**src/rtl/core/rdiv_pkg.sv**
```systemverilog
package rdiv_pkg;

  localparam int unsigned DIVIDEND_W = 32;
  localparam int unsigned DIVISOR_W  = 16;
  localparam int unsigned QUOTIENT_W = 32;

  // one restoring step per cell
  localparam int unsigned NUM_STEPS = DIVIDEND_W;

  // acc holds the dividend bits still to be consumed in its upper part
  // and the quotient bits produced so far in its lower part
  typedef struct packed {
    logic                  valid;
    logic [DIVIDEND_W-1:0] acc;
    logic [DIVISOR_W-1:0]  rem;
    logic [DIVISOR_W-1:0]  den;
  } rdiv_stage_t;

endpackage

```
**src/rtl/core/rounding_unsigned_divider.sv**
```systemverilog
// Unsigned 32 by 16 bit divider with the quotient rounded half up (modulo 2^32;
// a zero divisor gives zero). A beat is taken on any cycle with start high;
// busy never rises, so one beat per clock is sustained. The answer appears on
// quotient with done high for exactly one cycle, once the beat has passed 32
// cells of restoring shift-subtract, one per quotient bit, then one
// rounding stage. Results come out in order and cannot be held off, so the
// receiver must take each one on its done cycle.
module rounding_unsigned_divider
  import rdiv_pkg::*;
(
  input  logic                  clk,
  input  logic                  rst,
  input  logic                  start,
  output logic                  busy,
  input  logic [DIVIDEND_W-1:0] dividend,
  input  logic [DIVISOR_W-1:0]  divisor,
  output logic                  done,
  output logic [QUOTIENT_W-1:0] quotient
);

  rdiv_stage_t stage [0:NUM_STEPS];

  // fully pipelined, never stalls
  assign busy = 1'b0;

  assign stage[0] = {start & ~busy, dividend, {DIVISOR_W{1'b0}}, divisor};

  for (genvar i = 0; i < NUM_STEPS; i++) begin : g_cell
    rdiv_cell u_cell (
      .clk  (clk),
      .rst  (rst),
      .prev (stage[i]),
      .curr (stage[i+1])
    );
  end

  rdiv_round u_round (
    .clk      (clk),
    .rst      (rst),
    .prev     (stage[NUM_STEPS]),
    .done     (done),
    .quotient (quotient)
  );

endmodule

```
**src/rtl/core/rdiv_cell.sv**
```systemverilog
module rdiv_cell
  import rdiv_pkg::*;
(
  input  logic        clk,
  input  logic        rst,
  input  rdiv_stage_t prev,
  output rdiv_stage_t curr
);

  logic [DIVISOR_W:0] shifted;
  logic [DIVISOR_W:0] diff;
  logic               fits;
  rdiv_stage_t        curr_next;

  always_comb begin
    shifted = {prev.rem, prev.acc[DIVIDEND_W-1]};
    diff    = shifted - {1'b0, prev.den};
    fits    = shifted >= {1'b0, prev.den};
    curr_next.valid = prev.valid;
    curr_next.acc   = {prev.acc[DIVIDEND_W-2:0], fits};
    // remainder stays below the divisor, so it fits back into divisor width
    curr_next.rem   = fits ? diff[DIVISOR_W-1:0] : shifted[DIVISOR_W-1:0];
    curr_next.den   = prev.den;
  end

  always_ff @(posedge clk) begin
    if (rst) begin
      curr.valid <= 1'b0;
    end else begin
      curr.valid <= curr_next.valid;
    end
    curr.acc <= curr_next.acc;
    curr.rem <= curr_next.rem;
    curr.den <= curr_next.den;
  end

endmodule

```
**src/rtl/core/rdiv_round.sv**
```systemverilog
module rdiv_round
  import rdiv_pkg::*;
(
  input  logic                  clk,
  input  logic                  rst,
  input  rdiv_stage_t           prev,
  output logic                  done,
  output logic [QUOTIENT_W-1:0] quotient
);

  logic                  round_up;
  logic [QUOTIENT_W-1:0] quotient_next;

  always_comb begin
    // half up: twice the remainder against the divisor, zero divisor always wraps
    round_up      = {prev.rem, 1'b0} >= {1'b0, prev.den};
    quotient_next = prev.acc + {{(QUOTIENT_W-1){1'b0}}, round_up};
  end

  always_ff @(posedge clk) begin
    if (rst) begin
      done <= 1'b0;
    end else begin
      done <= prev.valid;
    end
    quotient <= quotient_next;
  end

endmodule

```
**config.mk**
```make
export PLATFORM = sky130hd
export DESIGN_NAME = rounding_unsigned_divider
export DESIGN_NICKNAME = d
export VERILOG_FILES = /design/src/rtl/core/rdiv_pkg.sv /design/src/rtl/core/rounding_unsigned_divider.sv /design/src/rtl/core/rdiv_cell.sv /design/src/rtl/core/rdiv_round.sv
export SDC_FILE = /design/constraint.sdc
export NUM_CORES = 2
export LEC_CHECK = 0
export ABC_CLOCK_PERIOD_IN_PS = 4000
export BUFFER_PORTS_ARGS = -buffer_cell sky130_fd_sc_hd__buf_2
export CELL_PAD_IN_SITES_DETAIL_PLACEMENT = 2
export CELL_PAD_IN_SITES_GLOBAL_PLACEMENT = 2
export CORE_ASPECT_RATIO = 1.4
export CORE_MARGIN = 2
export CORE_UTILIZATION = 42
export DETAILED_ROUTE_END_ITERATION = 10
export PLACE_DENSITY_LB_ADDON = 0.1
export SYNTH_ARGS = -nofsm -noshare
export SYNTH_HDL_FRONTEND = slang
export SYNTH_SLANG_ARGS = --single-unit
```
**constraint.sdc**
```tcl
create_clock -name clk -period 4 [get_ports clk]
set_clock_uncertainty 0.2 [all_clocks]
set_input_delay 0.4 -clock clk [delete_from_list [all_inputs] [get_ports clk]]
set_output_delay 0.4 -clock clk [all_outputs]
set_load 0.005 [all_outputs]
```
### Yosys cells after proc, flatten, opt, wreduce, memory -nomap -nowiden

Cells that the tools add are included.

* register bits after elaboration: 2113
* output and inout bits: 34
* logic and storage cells: 229

* add/subtract/negate cells: 33
* magnitude comparators: 33
* multiplexer cells: 32

Operators with widths (count)
* >= comparator 17 x 16 -> 1 bit: 32
* two-way mux 16 bit: 31
* subtractor 16 bit: 31
* adder 32 x 1 -> 32 bit: 1
* >= comparator 1 x 16 -> 1 bit: 1
* subtractor 1 x 16 -> 16 bit: 1
* two-way mux 1 bit: 1

### Longest topological paths before layout

* word-level depth: 2
* gate-level depth with buffers: 18
* gate-level depth less buffers: 18

### Modules after synthesis

A second synthesis with hierarchy kept.

* cell total of the unflattened synthesis: 7191
* area, all modules: 81284.2 um2

By module, submodules not included
* rdiv_cell (g_cell[15].u_cell ...): times used 21, cells each 218, area each 2483.6 um2, sequential area each 1301.2 um2
* rdiv_cell (g_cell[0].u_cell ...): times used 10, cells each 221, area each 2494.9 um2, sequential area each 1301.2 um2
* rdiv_cell (g_cell[14].u_cell): times used 1, cells each 224, area each 2466.1 um2, sequential area each 1301.2 um2
* rdiv_round: times used 1, cells each 177, area each 1701.6 um2, sequential area each 660.6 um2
* rounding_unsigned_divider: times used 1, cells each 2, area each 11.3 um2, sequential area each 0.0 um2

### Worst setup path before layout

No wires, ideal clock.

* kind: flip-flop to flip-flop
* from: reg g_cell[31].u_cell.curr[1] (netlist bit)
* to: reg u_round.quotient[29]
* setup time: 72 ps
* arrival: 2936 ps
* setup slack: 792 ps
* cell stages (with the launch flop): 19
* path buffers: 0
* clock period less this slack: 3208 ps
* cells stage by stage: dfxtp_1 -> inv_1 -> ha_1 -> nor2b_1 -> o21a_1 -> o21ai_0 -> nand2b_1 -> a21oi_1 -> o211ai_1 -> a31oi_1 -> nor3_1 -> ha_1 -> and3_1 -> nand3_1 -> or2_2 -> nor2_1 -> nand3_1 -> nor2_1 -> xor2_1

* longest elaborated chain between the ends: 2

Ends and longest elaborated chain
* start, declared: RTL line rdiv_cell.sv:7 `output rdiv_stage_t curr`
* >= comparator 17 x 16 -> 1 bit: RTL line rdiv_round.sv:16 `round_up = {prev.rem, 1'b0} >= {1'b0, prev.den};`
* adder 32 x 1 -> 32 bit: RTL line rdiv_round.sv:17 `quotient_next = prev.acc + {{(QUOTIENT_W-1){1'b0}}, round_up};`
* named net u_round.quotient_next[29]: RTL line rdiv_round.sv:12 `logic [QUOTIENT_W-1:0] quotient_next;`
* end signal, assigned: RTL line rdiv_round.sv:26 `quotient <= quotient_next;`
* end, declared: RTL line rdiv_round.sv:8 `output logic [QUOTIENT_W-1:0] quotient`

The timed path passes the listed nets, and every way through them passes these cells.
A chain may end at the register's enable or synchronous reset.

### Worst setup path after layout

Same ends and word-level chain as after synthesis.

==> results.ini <==
[status]
status = finished clean

[final_layout]
finalNonFillerCells = 9566
fin_area_um2 = 84800
final_cell_mix = dfxtp_1 (2113), inv_1 (684), ha_1 (516)
multi_input_area_um2 = 28100
layout_commonest_cell = dfxtp_1
ff_latch_area_um2 = 42300
drive_gt1_share_pct = 10.4
area_delta_synth_final_pct = 15.9
final_util_pct = 48.9
fillers = 17509
nets = 7704

[clocking]
numCtsBuffers = 195
cts_root_buf = clkbuf_16
clk_pin_slew_ns = 0.07
cts.sinks = 2113
h-tree-depth = 4
cts_tree = built
clockBufferDepth = 3
insertion_delay_ns = 0.87

[critical_path]
path_class = register to register
rrSetupSlack_ns = 0.27
start_kind = register
worst_r2r_endpoint = u_round.quotient[29]$_DFF_P_
cp-end-kind = register
timing.rr.start = g_cell[31].u_cell.curr[1]$_DFF_P_
worst-path-max-fanout = 4
worst_r2r_path_depth = 18
cp.required_ns = 4.59
crit_arrival_ns = 4.32

[floorplanning]
ioPinCount = 85
start_util_pct = 42.2
core-area_um2 = 173000
dieArea_um2 = 178000
rows = 181
dieWidth_um = 357
fp.dieH_um = 498

[synth]
synth_cell_types = 78
netlist_instances = 6738
synth_fp_nets = 7336
netlist_area_um2 = 73200
ys_warn_count = 0
avgSynthCellArea_um2 = 10.9
yosysSeqAreaShare_pct = 57.8
ys_ff_latch = 2113
synth-edff-count = 0
async_flop_share_pct = 0
synth_flop_cell = dfxtp_1

[grt]
grt_max_degree = 34
grt_usage_pct = 22.8
grt_overflow = 0
grt_pass1_vias = 56096
grt_pass1_wl_um = 316000
antenna_found_initial = 4

[place]
place.gp.congestion = 0.839
portBuffers = 83
post_dp_cell_area_um2 = 76800
dp_slack_ns = -0.153
placedCellCount = 9098
hpwlAfterDp_um = 146000

[power_and_ir_drop]
p_leak_nw = 38.0
p_total_mw = 70.9
p_per_area_nw_per_um2 = 835
peakVddDrop_mv = 0.570

[routing]
drc = 0
wirelength_um = 202000
first_pass_iters = 4
drt-initial-drc-count = 1613
dr_total_vias = 48495
ant_nets = 0
detail_route.wl_per_cell_um = 21.1
via_per_inst = 5.07

[timing]
layout_setup_ws_ns = 0.268
tns_ns = 0
min_period_over_period_pct = 93.3
drv_slew = 0
fmax_mhz = 268
setup_violations = 0
finalHoldViolations = 0
slew_headroom_pct = 26.2
period_needed_ns = 3.73
whs_ns = 0.104
tightestPinTransition_ns = 1.11

[worst_hold_path]
hold_path_depth = 0
hp-class = register to register
worstHoldStart = g_cell[15].u_cell.curr[58]$_DFF_P_
hold_path_end = g_cell[16].u_cell.curr[59]$_DFF_P_

[run]
cap_violations = 0

power breakdown:
part	switching (mW)	leakage [nW]	internal, mW
clock	8.53	3.40	11.4
combinational	13.0	16.9	10.1
sequential	2.50	17.7	25.3
Yosys cell counts, types with 111 or more instances:
cell / instances / area (µm²)
a21oi_1: 460 / 2300
dfxtp_1: 2113 / 42300
ha_1: 516 / 6460
inv_1: 684 / 2570
mux2_2: 222 / 2500
nand2_1: 340 / 1280
nand3_1: 111 / 556
nor2_1: 401 / 1510
o21a_1: 123 / 923
o21ai_0: 372 / 1860
xnor2_1: 218 / 1910
xor2_1: 128 / 1120
worst max-delay path, stage by stage, from the launching register on:
cell and delay (ns):
dfxtp_1 0.33, inv_1 0.05, ha_1 0.26, nor2b_1 0.13
o21a_1 0.12, o21ai_0 0.08, nand2b_1 0.08, a21oi_1 0.08
o211ai_1 0.21, a31oi_1 0.19, nor3_2 0.24, ha_1 0.22
and3_1 0.19, nand3_1 0.15, or2_2 0.39, nor2_4 0.22
nand3_1 0.20, nor2_2 0.17, xor2_1 0.18
how the worst max path moves through the flow:
stage,start,to,slack [ns],cells after the start
CTS,g_cell[31].u_cell.curr[1]$_DFF_P_,u_round.quotient[29]$_DFF_P_,0.02,18
detailed placement,g_cell[31].u_cell.curr[1]$_DFF_P_,u_round.quotient[29]$_DFF_P_,-0.15,18
floorplan,g_cell[31].u_cell.curr[1]$_DFF_P_,u_round.quotient[29]$_DFF_P_,0.79,18
global route,g_cell[31].u_cell.curr[1]$_DFF_P_,u_round.quotient[29]$_DFF_P_,-0.004,18
finish,g_cell[31].u_cell.curr[1]$_DFF_P_,u_round.quotient[29]$_DFF_P_,0.27,18
global placement,g_cell[31].u_cell.curr[1]$_DFF_P_,u_round.quotient[17]$_DFF_P_,-0.04,18
cells by family after synthesis:
kind of cell / share of synthesized area (%)
AND/OR/NAND/NOR: 8.01
multiplexers: 3.96
adder cells (fa/ha/maj): 9.67
other: 0.00512
XOR/XNOR: 4.14
AO/OA/AOI/OAI: 12.4
flip-flops: 57.8
buffers and inverters: 3.99
cell type report:
| class | instances | share of cell area (%) |
|---|---|---|
| well taps | 2287 | 3.37 |
| repair buffers | 252 | 2.30 |
| flip-flops and latches | 2113 | 49.9 |
| clock inverters | 95 | 1.76 |
| multi-input cells | 3860 | 33.1 |
| clock buffers | 265 | 6.52 |
| diodes | 10 | 0.0295 |
| inverters | 684 | 3.03 |
layer usage:
layer | track usage [%] | up-vias | share of wire, %
met4 | 9.60 | 0 | 4.1
met1 | 22.1 | 23996 | 36
met2 | 46.6 | 536 | 58
li1 | - | 23587 | -
met5 | 0 | - | 0
met3 | 2.86 | 376 | 2.0
timing repair:
action,CTS,global route
hold buffers,97,0
gates resized for setup,2,3
setup endpoints to repair,7,6
hold endpoints to repair,97,0
setup buffers,0,1
pin swaps,0,1
sequential cells by signal, summed over array words and instances, names as in the netlist:
name	cells
u_round.quotient	32
g_cell.u_cell.curr	2080
u_round.done	1
(Power assumes the default switching activity.)
